===== src/rtl/clws_pkg.sv =====
// ----------------------------------------------------------------------------
// clws_pkg: shared types and constants of the lattice walker step unit
// Generator constants, register indexes, hexagonal step tables and the
// item record that travels from the front end to the back end.
// ----------------------------------------------------------------------------
package clws_pkg;

  // Widest register on the configuration port.
  localparam int unsigned CFG_DATA_W = 54;
  localparam int unsigned CFG_INDEX_W = 3;

  // Largest channel width used; wider register values are clamped to it.
  localparam int unsigned MAX_WIDTH = 16;

  // Default depth of the queue between front and back end.
  localparam int unsigned CLWS_QUEUE_DEPTH = 2;

  // Internal transverse coordinate width (holds -31..31 and one step past).
  localparam int unsigned COORD_W = 7;

  localparam logic [63:0] GOLD      = 64'h9E3779B97F4A7C15;
  localparam logic [63:0] GOLD2     = 64'h3C6EF372FE94F82A;
  localparam logic [63:0] MIX_C1    = 64'hBF58476D1CE4E5B9;
  localparam logic [63:0] MIX_C2    = 64'h94D049BB133111EB;
  localparam logic [63:0] SEED_SALT = 64'hA5A5A5A5DEADBEEF;
  localparam logic [47:0] COUNT_MAX = 48'hFFFFFFFFFFFF;

  // Configuration register indexes.
  typedef enum logic [CFG_INDEX_W-1:0] {
    REG_GEOMETRY    = 3'd0,
    REG_WIDTH       = 3'd1,
    REG_FORWARD     = 3'd2,
    REG_BACKWARD    = 3'd3,
    REG_TRANSVERSE  = 3'd4
  } cfg_reg_t;

  // Item modes and geometries.
  localparam logic MODE_START = 1'b0;
  localparam logic GEOM_CUBIC = 1'b0;

  // Directions.
  localparam logic [2:0] DIR_FORWARD  = 3'd0;
  localparam logic [2:0] DIR_BACKWARD = 3'd1;
  localparam logic [2:0] DIR_A_UP     = 3'd2;
  localparam logic [2:0] DIR_A_DOWN   = 3'd3;
  localparam logic [2:0] DIR_B_UP     = 3'd4;
  localparam logic [2:0] DIR_B_DOWN   = 3'd5;
  localparam logic [2:0] CAP_CUBIC    = 3'd5;
  localparam logic [2:0] CAP_HEX      = 3'd7;

  // One classified item in the queue.
  typedef struct packed {
    logic        is_start;
    logic [63:0] key;
  } q_item_t;

  // First half of a splitmix round after the constant add.
  function automatic logic [63:0] xs30(input logic [63:0] t);
    xs30 = t ^ (t >> 30);
  endfunction

  // Hexagonal step tables, indexed by direction minus two.
  function automatic logic signed [1:0] hex_di(input logic [2:0] k);
    case (k)
      3'd0, 3'd4: hex_di = 2'sd1;
      3'd1, 3'd5: hex_di = -2'sd1;
      default:    hex_di = 2'sd0;
    endcase
  endfunction

  function automatic logic signed [1:0] hex_dj(input logic [2:0] k);
    case (k)
      3'd2, 3'd5: hex_dj = 2'sd1;
      3'd3, 3'd4: hex_dj = -2'sd1;
      default:    hex_dj = 2'sd0;
    endcase
  endfunction

endpackage


===== src/rtl/clws_front.sv =====
// ----------------------------------------------------------------------------
// clws_front: input stage of the walker step unit
// Registers each incoming item, classifies it as a start or a step and
// hands it to the queue.
// ----------------------------------------------------------------------------
module clws_front import clws_pkg::*; (
  input  logic        clk,
  input  logic        rst,
  input  logic        in_valid,
  output logic        in_ready,
  input  logic        mode,
  input  logic [63:0] walker_key,
  output logic        push,
  output q_item_t     push_item,
  input  logic        push_ready
);

  logic    held;
  q_item_t item;

  // The stage frees up whenever its item moves into the queue.
  assign in_ready  = !held || push_ready;
  assign push      = held;
  assign push_item = item;

  // Hold one classified item.
  always_ff @(posedge clk) begin
    if (rst) begin
      held <= 1'b0;
    end else if (in_valid && in_ready) begin
      held <= 1'b1;
    end else if (push_ready) begin
      held <= 1'b0;
    end
  end

  // Classification of the incoming item.
  always_ff @(posedge clk) begin
    if (in_valid && in_ready) begin
      item.is_start <= (mode == MODE_START);
      item.key      <= walker_key;
    end
  end

endmodule


===== config.mk =====
export PLATFORM = sky130hd
export DESIGN_NAME = clws_front
export DESIGN_NICKNAME = d
export VERILOG_FILES = /design/src/rtl/clws_pkg.sv /design/src/rtl/clws_front.sv
export SDC_FILE = /design/constraint.sdc
export NUM_CORES = 1
export LEC_CHECK = 0
export BUFFER_PORTS_ARGS = -buffer_cell sky130_fd_sc_hd__buf_2
export CELL_PAD_IN_SITES_DETAIL_PLACEMENT = 1
export CELL_PAD_IN_SITES_GLOBAL_PLACEMENT = 1
export CORE_MARGIN = 5
export CORE_UTILIZATION = 29
export CTS_CLUSTER_DIAMETER = 100
export DETAILED_ROUTE_END_ITERATION = 8
export PLACE_DENSITY_LB_ADDON = 0.12
export REMOVE_ABC_BUFFERS = 1
export SYNTH_ARGS = -nofsm -noshare
export SYNTH_HDL_FRONTEND = slang
export SYNTH_SLANG_ARGS = --single-unit

===== constraint.sdc =====
create_clock -name clk -period 1.25 [get_ports clk]
set_input_delay 0.25 -clock clk [delete_from_list [all_inputs] [get_ports clk]]
set_output_delay 0.25 -clock clk [all_outputs]
set_load 0.01 [all_outputs]

==> results.ini, run 1 <==
[cts]
cts-root-buf=clkbuf_8
cts.htree.levels=3
cts_resized=0
worst_skew_pair.late_latency_ns=0.32
clock_sinks=66
cts_tree=done
cts_buffer_depth=2
post-cts-setup-buffers=0
clkSlewWorstSetupHoldPaths_ns=0.07
cts_hold_buf=0
numCtsBuffers=9

[grt]
grt_overflow=0
grt_pass1_wl_mm=7.23
first_global_vias=1423
antenna_found_initial=0
grt_max_degree=36
track_usage_pct=11.4

[floorplanning]
die_h_um=93.3
start_util_pct=29.8
fp.dieW_um=93.3
dieArea_mm2=0.00870
io_pins=136
core_area_mm2=0.00676
rows=30

[pwr]
p_leak_nw=1.32
powerDensity_mw_per_mm2=1650
ir_drop_v=0.000974

[sta]
holdWs_ns=0.0843
finalMaxSlewViolations=0
setup_viol=0
hold_viol=0
fin_skew_ns=0.00331
setup_tns_ns=0
relSlewSlack_pct=86.9
min_period_over_period_pct=92.1
post-route-min-period_ns=1.15
fmax_ghz=0.868
fin_ws_ns=0.0984
rsz0062_at_grt=false
tightestPinTransition_ns=0.197

[critical_path]
critPathCaptureType=output pin
arrival_ns=0.90
crit_path_start_kind=flip-flop
r2r_cells=3
required_ns=1.00
worst-path-max-fanout=3
critPathKind=flip-flop to output pin

[finish]
n_fill_cell=720
num-nets-final=288
drive_gt1_share_pct=68.3
fin_util_pct=45.3
syn_to_final_growth_pct=52.3

[synth]
ys_warn_count=0
ys_ff_latch=66
ys_seq_area_share_pct=98.1
synth_cells=71
synth_cell_types=6
synth_area_mm2=0.00201
synth_area_per_cell_um2=28.3

[drt]
wirelength_mm=4.86
drtIter0Drc=38
drt-pass1-iter-count=3
ant_nets=0
vias=1249
avgViaCountPerCell=4.10
drc=0
wl_per_cell_um=15.9

[min_path]
hp-class=input pin to flip-flop
whs_path_depth=2

[run]
max_cap_violations=0

[placement]
post-place-ws_ns=0.0656
dp_hpwl_mm=3.81
portBuffers=135
gp_congestion=0.626

[status]
outcome=finished, final reports clean

==> cell usage after synthesis <==
library cell | number | area [um2]
edfxtp_1 | 65 | 1950
inv_1 | 2 | 7.51
a21oi_2 | 1 | 8.76
and2_4 | 1 | 8.76
dfxtp_1 | 1 | 20.0
nand2b_4 | 1 | 13.8
==> logic make-up after synthesis <==
family	share of synthesized area [%]
AO/OA/AOI/OAI	0.436
buffers and inverters	0.374
flip-flops	98.1
AND/OR/NAND/NOR	1.12
==> registers in the layout, summed over array words and instances, names as in the netlist <==
| register | cells |
|---|---|
| push_item | 65 |
| push | 1 |
==> cells in the final DEF (no fill, tap or decap), types with 2 or more instances in the layout <==
cell type    n
buf_12       2
edfxtp_1    65
buf_2      135
bufinv_16    3
clkbuf_8     9
clkinv_1     2
inv_1        2
==> area by class of cell <==
cell class / instances / area (um2) / area share (%)
Sequential cell: 66 / 1970 / 64.4
Antenna cell: 1 / 2.50 / 0.0817
Multi-Input combinational cell: 3 / 31.3 / 1.02
Timing Repair Buffer: 137 / 716 / 23.4
Clock inverter: 6 / 105 / 3.43
Clock buffer: 10 / 128 / 4.17
Inverter: 2 / 7.51 / 0.245
Tap cell: 80 / 100 / 3.27
==> worst max-delay path, cell delays in order, from the launching register on <==
cell and delay [ns]:
dfxtp_1 0.37, nand2b_4 0.07, buf_2 0.14
==> where the power goes <==
part           switching (mW)  internal [mW]
Clock                   0.759           1.31
Sequential             0.0297           2.58
Combinational           0.202          0.176
==> per-stage QoR <==
stage                     instance area [um2]  total power, mW  instances
after global routing                     3060             5.29        304
after CTS                                3060             5.15        304
final                                    3060             5.06        305
after floorplan                          2010             2.79         71
after global placement                   2830             3.04        288
after detailed placement                 2830             3.05        288
==> routing by layer <==
metal  vias to the layer above  wire length, um  global-route usage, %
met5                         -                0                      0
met3                         8              510                   4.91
met2                        63             2690                   19.9
li1                        578                -                      -
met4                         0               82                   6.59
met1                       600             1580                   11.1
==> path summary, 6_finish.rpt <==
path         startpoint            end  slack, ns
max reg2reg        push  push_item[43]       0.12
min                 rst           push       0.08
min reg2reg        push           push       0.50
max                push       in_ready        0.1
Note: power is estimated with default switching activity, not from simulation.
==> run 2: changes to the inputs <==
--- a/config.mk
+++ b/config.mk
@@ -5,6 +5,7 @@
 export SDC_FILE = /design/constraint.sdc
 export NUM_CORES = 1
 export LEC_CHECK = 0
+export ABC_AREA = 1
 export BUFFER_PORTS_ARGS = -buffer_cell sky130_fd_sc_hd__buf_2
 export CELL_PAD_IN_SITES_DETAIL_PLACEMENT = 1
 export CELL_PAD_IN_SITES_GLOBAL_PLACEMENT = 1
==> run 2 against run 1 <==
Compared with the run above:
- area after synthesis is 0.37% lower
- synthesized cell count is 1.4% higher
- clock power hardly changed
- sequential power hardly changed
- utilization hardly changed
- clock-buffer cell count is 1 lower
- largest cell class unchanged
- critical path type unchanged
- flip-flop and latch count stayed put
- fmax is 0.88% lower
- design area hardly changed
==> results.ini, run 2 <==
[pwr]
pwr-share-clk_pct=40.9
sw_frac_of_total_pct=19.9
p_leak_nw=1.33
finalPower_mw=5.07
powerDensity_mw_per_mm2=1660
ir_drop_v=0.00100
seqPwrFrac_pct=51.6
p_comb_share_pct=7.5
p_int_mw=4.06
power.switching_mw=1.01

[finish]
largest_reg_flops=65
multi_input_area_um2=31.3
num-nets-final=289
syn_to_final_growth_pct=52.9
final_cell_mix=135 x buf_2, 65 x edfxtp_1, 9 x clkbuf_8
regArea_mm2=0.00197
drive_gt1_share_pct=69.3
diodes=0
final_common_cell=buf_2
n_fill_cell=715

[synth]
ys_seq_area_share_pct=98.4
synth-edff-count=65
yosysMostFrequentCell=edfxtp_1
yosys_most_used_dff=edfxtp_1
netlist_top_cells_area=edfxtp_1 97%, dfxtp_1 1.0%, a21oi_2 0.44%, inv_1 0.37%, nand2_2 0.31%
ys_warn_count=0
synth_area_per_cell_um2=27.8
ys_ff_latch=66
synth_cell_types=7
async_flop_share_pct=0
synth_top_area_share_pct=97.4
yosysTopAreaCell=edfxtp_1
synth_area_mm2=0.00200
synth_commonest_cells=65 x edfxtp_1, 2 x inv_1
synth_cells=72

[critical_path]
worst-path-buf-inv=1
crit_family=flip-flops
critPathCaptureType=output pin
slowest_stage=dfxtp_2
critPathKind=flip-flop to output pin
crit_path_start_kind=flip-flop
worst-path-max-fanout=3
crit_path_max_incr_delay_ns=0.37
required_ns=1.00
arrival_ns=0.91
crit_chain=nand2_2 > buf_2

[placement]
dp_hpwl_mm=3.75
gp_congestion=0.647
portBuffers=135
post-place-ws_ns=0.0475

[cts]
cts_buffer_depth=2
cts.htree.levels=3
clkSlewWorstSetupHoldPaths_ns=0.07
cts_hold_buf=0
worst_skew_pair.late_latency_ns=0.33
clock_sinks=66
cts_tree=done
numCtsBuffers=9
cts-root-buf=clkbuf_8

[sta]
relSlewSlack_pct=85.9
min_period_over_period_pct=92.9
fin_skew_ns=0.00553
tightestPinTransition_ns=0.212
fin_ws_ns=0.0883
rsz0062_at_grt=false
setup_viol=0
fmax_ghz=0.861
hold_viol=0
finalMaxSlewViolations=0
post-route-min-period_ns=1.16

[floorplanning]
fp.dieW_um=93.1
start_util_pct=29.6
core_area_mm2=0.00676
dieArea_mm2=0.00867
io_pins=136
die_h_um=93.1
rows=30

[drt]
ant_nets=0
avgViaCountPerCell=4.13
vias=1261
drtIter0Drc=25
wl_per_cell_um=16.1
wirelength_mm=4.92
drc=0
drt-pass1-iter-count=3

[min_path]
hp-class=input pin to flip-flop

[grt]
grt_pass1_wl_mm=7.11
grt_max_degree=39
antenna_found_initial=0
track_usage_pct=11.3
first_global_vias=1401
grt_overflow=0

[status]
outcome=finished, final reports clean

[run]
max_cap_violations=0

==> run 2: changes by cell type after synthesis <==
cell,delta
a21oi_1,+1
and2_4,-1
inv_2,+1
nand2_2,+1
nand2b_4,-1
==> run 2: what timing repair did <==
item / CTS / global route
setup buffers: 0 / 0
gates resized for setup: 1 / 0
setup endpoints to repair: 1 / 0
==> run 2: kinds of logic after synthesis <==
logic type	share of synthesized area [%]
AO/OA/AOI/OAI	0.687
buffers and inverters	0.562
flip-flops	98.4
AND/OR/NAND/NOR	0.313
==> run 2: path summary, 6_finish.rpt <==
kind | startpoint | end | slack [ns] | cells past startpoint
hold / removal | rst | push | 0.06 | 2
hold reg to reg | push | push | 0.50 | 2
setup reg to reg | push | push_item[5] | 0.10 | 2
setup / recovery | push | in_ready | 0.09 | 2
==> run 2: metrics by stage <==
stage	instance area (um2)	utilization [%]	cells	hold slack, ns	TNS (ns)
after CTS	3060	45.3	305	0.0469	0
after global placement	2830	41.9	289	0.412	0
final	3060	45.3	305	0.0650	0
after detailed placement	2830	41.9	289	0.416	0
after global routing	3060	45.3	305	0.0409	0
after floorplan	2000	-	72	0.312	-182.26
==> run 2: cell type report <==
type / instances / area share, %
Clock buffer: 9 / 4.04
Clock inverter: 7 / 3.51
Inverter: 3 / 0.368
Multi-Input combinational cell: 3 / 1.02
Sequential cell: 66 / 64.4
Tap cell: 80 / 3.27
Timing Repair Buffer: 137 / 23.4
==> run 2: routing by layer <==
| layer | vias up | track usage, % | share of wire [%] |
|---|---|---|---|
| met3 | 7 | 6.92 | 12 |
| met2 | 77 | 18.3 | 51 |
| li1 | 583 | - | - |
| met5 | - | 0 | 0 |
| met4 | 0 | 6.23 | 1.6 |
| met1 | 594 | 11.2 | 36 |
==> run 2: power groups by stage <==
stage	clock network [mW]	logic (mW)	registers [mW]
2_1_floorplan	0	0.0448	2.75
3_3_place_gp	0	0.377	2.66
3_5_place_dp	0	0.390	2.66
4_1_cts	2.14	0.390	2.62
5_1_grt	2.27	0.411	2.62
6_report	2.08	0.379	2.62
