--- src/rtl/clws_pkg.sv ---
// ----------------------------------------------------------------------------
// clws_pkg: shared types and constants of the lattice walker step unit
// Generator constants, register indexes, hexagonal step tables and the
// item record that travels from the front end to the back end.
// ----------------------------------------------------------------------------
package clws_pkg;

  // Widest register on the configuration port.
  localparam int unsigned CFG_DATA_W = 54;
  localparam int unsigned CFG_INDEX_W = 3;

  // Largest channel width used; wider register values are clamped to it.
  localparam int unsigned MAX_WIDTH = 16;

  // Default depth of the queue between front and back end.
  localparam int unsigned CLWS_QUEUE_DEPTH = 2;

  // Internal transverse coordinate width (holds -31..31 and one step past).
  localparam int unsigned COORD_W = 7;

  localparam logic [63:0] GOLD      = 64'h9E3779B97F4A7C15;
  localparam logic [63:0] GOLD2     = 64'h3C6EF372FE94F82A;
  localparam logic [63:0] MIX_C1    = 64'hBF58476D1CE4E5B9;
  localparam logic [63:0] MIX_C2    = 64'h94D049BB133111EB;
  localparam logic [63:0] SEED_SALT = 64'hA5A5A5A5DEADBEEF;
  localparam logic [47:0] COUNT_MAX = 48'hFFFFFFFFFFFF;

  // Configuration register indexes.
  typedef enum logic [CFG_INDEX_W-1:0] {
    REG_GEOMETRY    = 3'd0,
    REG_WIDTH       = 3'd1,
    REG_FORWARD     = 3'd2,
    REG_BACKWARD    = 3'd3,
    REG_TRANSVERSE  = 3'd4
  } cfg_reg_t;

  // Item modes and geometries.
  localparam logic MODE_START = 1'b0;
  localparam logic GEOM_CUBIC = 1'b0;

  // Directions.
  localparam logic [2:0] DIR_FORWARD  = 3'd0;
  localparam logic [2:0] DIR_BACKWARD = 3'd1;
  localparam logic [2:0] DIR_A_UP     = 3'd2;
  localparam logic [2:0] DIR_A_DOWN   = 3'd3;
  localparam logic [2:0] DIR_B_UP     = 3'd4;
  localparam logic [2:0] DIR_B_DOWN   = 3'd5;
  localparam logic [2:0] CAP_CUBIC    = 3'd5;
  localparam logic [2:0] CAP_HEX      = 3'd7;

  // One classified item in the queue.
  typedef struct packed {
    logic        is_start;
    logic [63:0] key;
  } q_item_t;

  // First half of a splitmix round after the constant add.
  function automatic logic [63:0] xs30(input logic [63:0] t);
    xs30 = t ^ (t >> 30);
  endfunction

  // Hexagonal step tables, indexed by direction minus two.
  function automatic logic signed [1:0] hex_di(input logic [2:0] k);
    case (k)
      3'd0, 3'd4: hex_di = 2'sd1;
      3'd1, 3'd5: hex_di = -2'sd1;
      default:    hex_di = 2'sd0;
    endcase
  endfunction

  function automatic logic signed [1:0] hex_dj(input logic [2:0] k);
    case (k)
      3'd2, 3'd5: hex_dj = 2'sd1;
      3'd3, 3'd4: hex_dj = -2'sd1;
      default:    hex_dj = 2'sd0;
    endcase
  endfunction

endpackage

--- src/rtl/clws_queue.sv ---
// ----------------------------------------------------------------------------
// clws_queue: short item queue between front and back end
// A small first-in first-out buffer so either side can stall alone.
// ----------------------------------------------------------------------------
module clws_queue import clws_pkg::*; #(
  parameter int unsigned DEPTH = CLWS_QUEUE_DEPTH
) (
  input  logic    clk,
  input  logic    rst,
  input  logic    push,
  input  q_item_t push_item,
  output logic    push_ready,
  output logic    pop_valid,
  output q_item_t pop_item,
  input  logic    pop
);

  localparam int unsigned PTR_W = (DEPTH > 1) ? $clog2(DEPTH) : 1;
  localparam int unsigned CNT_W = $clog2(DEPTH + 1);
  localparam logic [PTR_W-1:0] LAST = PTR_W'(DEPTH - 1);

  q_item_t          mem [DEPTH];
  logic [PTR_W-1:0] wr_ptr;
  logic [PTR_W-1:0] rd_ptr;
  logic [CNT_W-1:0] count;
  logic             do_push;
  logic             do_pop;

  assign push_ready = (count != CNT_W'(DEPTH));
  assign pop_valid  = (count != '0);
  assign pop_item   = mem[rd_ptr];
  assign do_push    = push && push_ready;
  assign do_pop     = pop && pop_valid;

  // Pointers and fill count.
  always_ff @(posedge clk) begin
    if (rst) begin
      wr_ptr <= '0;
      rd_ptr <= '0;
      count  <= '0;
    end else begin
      if (do_push) begin
        wr_ptr <= (wr_ptr == LAST) ? '0 : wr_ptr + 1'b1;
      end
      if (do_pop) begin
        rd_ptr <= (rd_ptr == LAST) ? '0 : rd_ptr + 1'b1;
      end
      if (do_push && !do_pop) begin
        count <= count + 1'b1;
      end else if (do_pop && !do_push) begin
        count <= count - 1'b1;
      end
    end
  end

  // Storage.
  always_ff @(posedge clk) begin
    if (do_push) begin
      mem[wr_ptr] <= push_item;
    end
  end

endmodule

--- config.mk ---
export PLATFORM = sky130hd
export DESIGN_NAME = clws_queue
export DESIGN_NICKNAME = d
export VERILOG_FILES = /design/src/rtl/clws_pkg.sv /design/src/rtl/clws_queue.sv
export SDC_FILE = /design/constraint.sdc
export NUM_CORES = 1
export LEC_CHECK = 0
export BUFFER_PORTS_ARGS = -buffer_cell sky130_fd_sc_hd__buf_2
export CAP_MARGIN = 15
export CELL_PAD_IN_SITES_DETAIL_PLACEMENT = 0
export CELL_PAD_IN_SITES_GLOBAL_PLACEMENT = 1
export CORE_MARGIN = 2
export CORE_UTILIZATION = 44
export CTS_CLUSTER_SIZE = 28
export DETAILED_ROUTE_END_ITERATION = 6
export MAX_ROUTING_LAYER = met4
export PLACE_DENSITY = 0.89
export SETUP_SLACK_MARGIN = 0.15
export SYNTH_ARGS = -nofsm -noshare
export SYNTH_HDL_FRONTEND = slang
export SYNTH_SLANG_ARGS = --single-unit
--- constraint.sdc ---
create_clock -name clk -period 3.2 [get_ports clk]
set_clock_uncertainty 0.05 [all_clocks]
set_input_delay 0.96 -clock clk [delete_from_list [all_inputs] [get_ports clk]]
set_output_delay 0.96 -clock clk [all_outputs]
set_load 0.05 [all_outputs]
==> results.ini, run 1 <==
[run_status]
status=complete, no violations

[sta]
fin_crit_sh_pct=91.6
hold_viol_final=0
setup_slack_ns=0.267
maxSlewViolCount=0
tns_ns=0
fin_crit_ns=2.93
worst_pin_slew_ns=0.514
slew_headroom_pct=65.7
setup_viol=0
max_freq_ghz=0.341
rsz0062_at_grt=false

[setup_path]
start_kind=flop
cp-end-kind=output port
cp.arrival_ns=1.92
r2r_slack_ns=1.51
slowest_stage=buf_4
crit_required_ns=2.19
critPathMaxFanout=40
worstPathCellList=buf_4 > mux2_2 > buf_2
worstSetupPathType=reg -> out
slowest_delay_ns=0.42
crit-reg2reg-launch=count[0]

[pwr]
static-leakage-power_nw=2.37
ir_worst_vdd_mv=0.566
power_density_mw_per_mm2=945

[layout]
final-seq-area_mm2=0.00401
syn2layout_area_growth_pct=28.0
fillers=850
multiInputGateArea_um2=852
utilization_pct=57.9
final_common_cell=buf_2
nNetsFinal=449
layout_common_cells=buf_2, edfxtp_1, mux2_2, clkbuf_16
finalInstanceArea_mm2=0.00631
drive_gt1_share_pct=62.0

[cts]
cts-root-buf=clkbuf_8
htreeDepth=4
clock_path_buffers=2
cts_sinks=135
numCtsBuffers=17
clkTransAtPathRegs_ns=0.06
postCtsHoldBufs=0
cts_tree=done
cts_resized=0
cts_setup_buffers=0
insertion_delay_ns=0.50

[floorplan]
start_util_pct=45.3
row_count=38
die_area_mm2=0.0121
die_w_um=110
ios=136
die_y_um=110
core_area_mm2=0.0109

[global_route]
grt_max_degree=41
grt_pass1_wl_um=12000
grt_util_met2_pct=22.5
grt-ovfl-total=0
grt-busiest-layer=met2
use_met3_pct=5.63
antenna_found_initial=1
grtUsageMet1_pct=16.3
grt_pass1_vias=2492
groute.usage.overall_pct=14.4

[drt]
wl_per_cell_um=15.5
route.detailed.drc=0
vias=2524
ant_nets=0
drt-pass1-iter-count=4
routed_wl_um=8270
drt_iter0_markers=81
routed_via_density=4.74

[synthesis]
ys_seq_area_share_pct=81.3
synth_seq_cells=135
syn_area_per_cell_um2=21.8
synth.distinct_cells=19
syn_inst=226
synth_nets=296
yosysWarnings=0
syn_area_mm2=0.00493

[placed_design]
io_buffers=135
gp_congestion=0.691
dp_worst_setup_slack_ns=0.768
dpl_cell_area_mm2=0.00576
dpl.hpwl_um=5460

[min_path]
min_from=count[1]
worstHoldPathType=reg -> reg

[run]
cap_violations=0

cells in the mapped netlist:
cell type    n  area (um2)
a21bo_2      1        10.0
a21oi_1      2        10.0
and2_1       1        6.26
and3_1       1        6.26
buf_2        1        5.00
buf_4        1        7.51
buf_6        5        56.3
dfxtp_1      5         100
edfxtp_1   130        3900
ha_1         1        12.5
inv_1        1        3.75
mux2_2      65         732
nand2b_1     1        6.26
nand3b_1     1        7.51
nor2_1       3        11.3
o21ai_0      2        10.0
or2_2        1        6.26
or3_1        1        6.26
xor2_1       3        26.3
logic make-up (layout without fill, tap and decap cells):
group           after synthesis  after routing  share of synthesized area [%]
buf+inv                       8            174                           1.47
flops                       135            135                           81.3
simple gates                  9              9                           1.02
compound gates                5              5                          0.609
mux                          65             65                           14.9
other cells                   0              1                              0
fa+ha+maj                     1              1                          0.254
xor+xnor                      3              3                          0.533
power by group:
part           switching (W)  leakage, nW  internal (W)
registers          0.0000581         1.26       0.00221
clock network       0.000678        0.261       0.00106
logic                0.00141        0.858      0.000538
total                0.00215         2.37       0.00381
worst paths after layout:
kind | endpoint | depth (start not counted)
worst max register to register | count[1] | 5
worst min-delay path | count[1] | 2
worst min register to register | count[1] | 2
worst max-delay path | pop_item[45] | 3
per-stage QoR:
step / total power, W / instances / hold WS [ns]
global route: 0.00623 / 533 / 0.514
floorplan: 0.00390 / 226 / 0.421
finish: 0.00596 / 533 / 0.481
CTS: 0.00604 / 532 / 0.488
detailed placement: 0.00428 / 500 / 0.471
global placement: 0.00425 / 500 / 0.439
layer usage:
metal | wire [um] | share of wire [%] | vias up
met4 | 87 | 1.1 | 0
met1 | 3460 | 42 | 1222
li1 | - | - | 1201
met3 | 555 | 6.7 | 10
met2 | 4160 | 50 | 91
met5 | 0 | 0 | -
flip-flops by register name, summed over array words and instances, names as in the netlist, named ones only:
signal,cells
count,2
mem,130
rd_ptr,1
wr_ptr,1
worst max-delay path, delay by kind of cell, from the launching register on:
family | cells | cell delay (ns)
buf+inv | 2 | 0.64
flops | 1 | 0.33
mux | 1 | 0.42
cell type report:
class	count	area share [%]
diodes	1	0.0397
multi-input cells	83	13.5
clock buffers	19	7.00
well taps	140	2.78
repair buffers	141	11.4
inverters	1	0.0595
flip-flops and latches	135	63.5
clock inverters	13	1.69
Power figures use the tool's default switching activity.
==> run 2, diff against run 1 <==
--- a/constraint.sdc
+++ b/constraint.sdc
@@ -4,2 +4,2 @@
 set_output_delay 0.96 -clock clk [all_outputs]
-set_load 0.05 [all_outputs]
+set_load 0.1 [all_outputs]
==> run 2 against run 1 <==
Compared with the run above: final cell count shrank 0.19%; fmax rose by 1.1%; via count is 2.2% higher; first-iteration DRC count down 9.9%; flip-flop and latch count unchanged; routed wire length rose by 1.9%; setup slack improved by 0.033 ns; global-route usage rose by 0.63 points; cell area up 0.95%.
==> results.ini, run 2 (same netlist as run 1, synthesis figures left out) <==
[run_status]
status=complete, no violations

[drt]
vias=2579  ; +2.2%
wl_per_cell_um=15.8  ; +2.1%
route.detailed.drc=0  ; unchanged
wl_met3_um=456  ; -18%
routed-wl-met2_um=4510  ; +8.4%
drt_iter0_markers=73  ; -9.9%
wl_met1_um=3310  ; -4.3%
drt-pass1-iter-count=4  ; unchanged
routed_via_density=4.85  ; +2.4%
routed_wl_um=8430  ; +1.9%
top_layer=met4
ant_nets=0  ; unchanged

[layout]
regMostFlops=mem
layout_common_cells=buf_2, edfxtp_1, mux2_2, clkbuf_16, buf_4
largestRegisters=mem (130), count (2)
final_common_cell=buf_2
largest_reg_flops=130  ; unchanged
fillers=853  ; +0.35%
drive_gt1_share_pct=62.0  ; unchanged
nNetsFinal=449  ; unchanged
syn2layout_area_growth_pct=29.2
n_antenna_cell=0  ; -1

[global_route]
grt-ovfl-total=0  ; unchanged
groute.usage.overall_pct=15.0  ; +0.63 points
antenna_found_initial=0  ; -1
grt_pass1_vias=2697  ; +8.2%
grt_pass1_wl_um=12600  ; +4.7%
grt_max_degree=37  ; -9.8%

[min_path]
worstHoldPathType=reg -> reg

[cts]
cts_setup_buffers=0  ; unchanged
cts_tree=done
insertion_delay_ns=0.51  ; about the same
postCtsHoldBufs=0  ; unchanged
cts_resized=0  ; unchanged
cts-root-buf=clkbuf_8
htreeDepth=4  ; unchanged
numCtsBuffers=17  ; unchanged
clock_path_buffers=2  ; unchanged
cts_sinks=135  ; unchanged
clkTransAtPathRegs_ns=0.06  ; about the same

[sta]
rsz0062_at_grt=false
worst_pin_slew_ns=0.506  ; -0.00849 ns
setup_viol=0  ; unchanged
tns_ns=0  ; unchanged
hold_viol_final=0  ; unchanged
maxSlewViolCount=0  ; unchanged
slew_headroom_pct=66.5  ; +0.80 points
fin_crit_ns=2.90  ; -0.0325 ns
fin_crit_sh_pct=90.6  ; -1.0 points
max_freq_ghz=0.345  ; +1.1%

[placed_design]
gp_congestion=0.692  ; +0.14%
dpl.hpwl_um=5590  ; +2.4%
io_buffers=135  ; unchanged

[floorplan]
die_y_um=110  ; unchanged
ios=136  ; unchanged
row_count=38  ; unchanged
core_area_mm2=0.0109  ; unchanged
start_util_pct=45.3  ; unchanged
die_w_um=110  ; unchanged
die_area_mm2=0.0121  ; unchanged

[setup_path]
start_kind=flop
crit_required_ns=2.19  ; about the same
cp-end-kind=output port
worstSetupPathType=reg -> out
critPathMaxFanout=29  ; -28%
cp.arrival_ns=1.89  ; -0.03 ns

[run]
cap_violations=0  ; unchanged

==> run 2: changes by cell type in the layout (fill, tap and decap cells not counted) <==
cell        change
bufinv_16       +2
buf_6           +1
clkinvlp_4      -1
inv_6           +2
buf_4           -1
diode_2         -1
clkinv_4        +3
clkbuf_8        -1
inv_2           -1
clkinv_2        -4
==> run 2: layout make-up <==
cell class | count | area (um2) | share of cell area, %
well taps | 140 | 175 | 2.75
multi-input cells | 83 | 852 | 13.4
clock inverters | 14 | 175 | 2.75
repair buffers | 141 | 724 | 11.4
inverters | 1 | 7.51 | 0.118
flip-flops and latches | 135 | 4010 | 62.9
clock buffers | 18 | 428 | 6.72
==> run 2: metrics by stage <==
stage / area, um2 / utilization (%) / std cells / worst slack, ns / hold WS, ns
floorplan: 4930 / - / 226 / 0.335 / 0.421
global placement: 5760 / 52.9 / 500 / 0.759 / 0.440
detailed placement: 5760 / 52.9 / 500 / 0.750 / 0.445
CTS: 6360 / 58.4 / 532 / 0.186 / 0.469
global route: 6370 / 58.5 / 532 / 0.190 / 0.528
finish: 6370 / 58.5 / 532 / 0.300 / 0.465
==> run 2: layer usage <==
metal	up-vias	global-route usage, %
li1	1202	-
met1	1271	15.5
met2	91	25.5
met3	15	5.39
met4	0	6.96
met5	-	-
==> run 2: worst paths after layout <==
check             startpoint           end  slack [ns]  cells past startpoint
setup / recovery        flop  pop_item[50]        0.30                      3
hold / removal        rd_ptr        rd_ptr        0.46                      2
setup reg to reg    count[0]    mem[0][48]        1.50                      4
hold reg to reg       rd_ptr        rd_ptr        0.46                      2
==> run 2: worst max-delay path: stages (launching register included) <==
cell     delay [ns]
dfxtp_2        0.33
buf_4          0.34
mux2_2         0.40
buf_2          0.29
Power of run 2 is not shown: default switching activity piles up to over one toggle a cycle in this logic, so the estimate is an artifact.
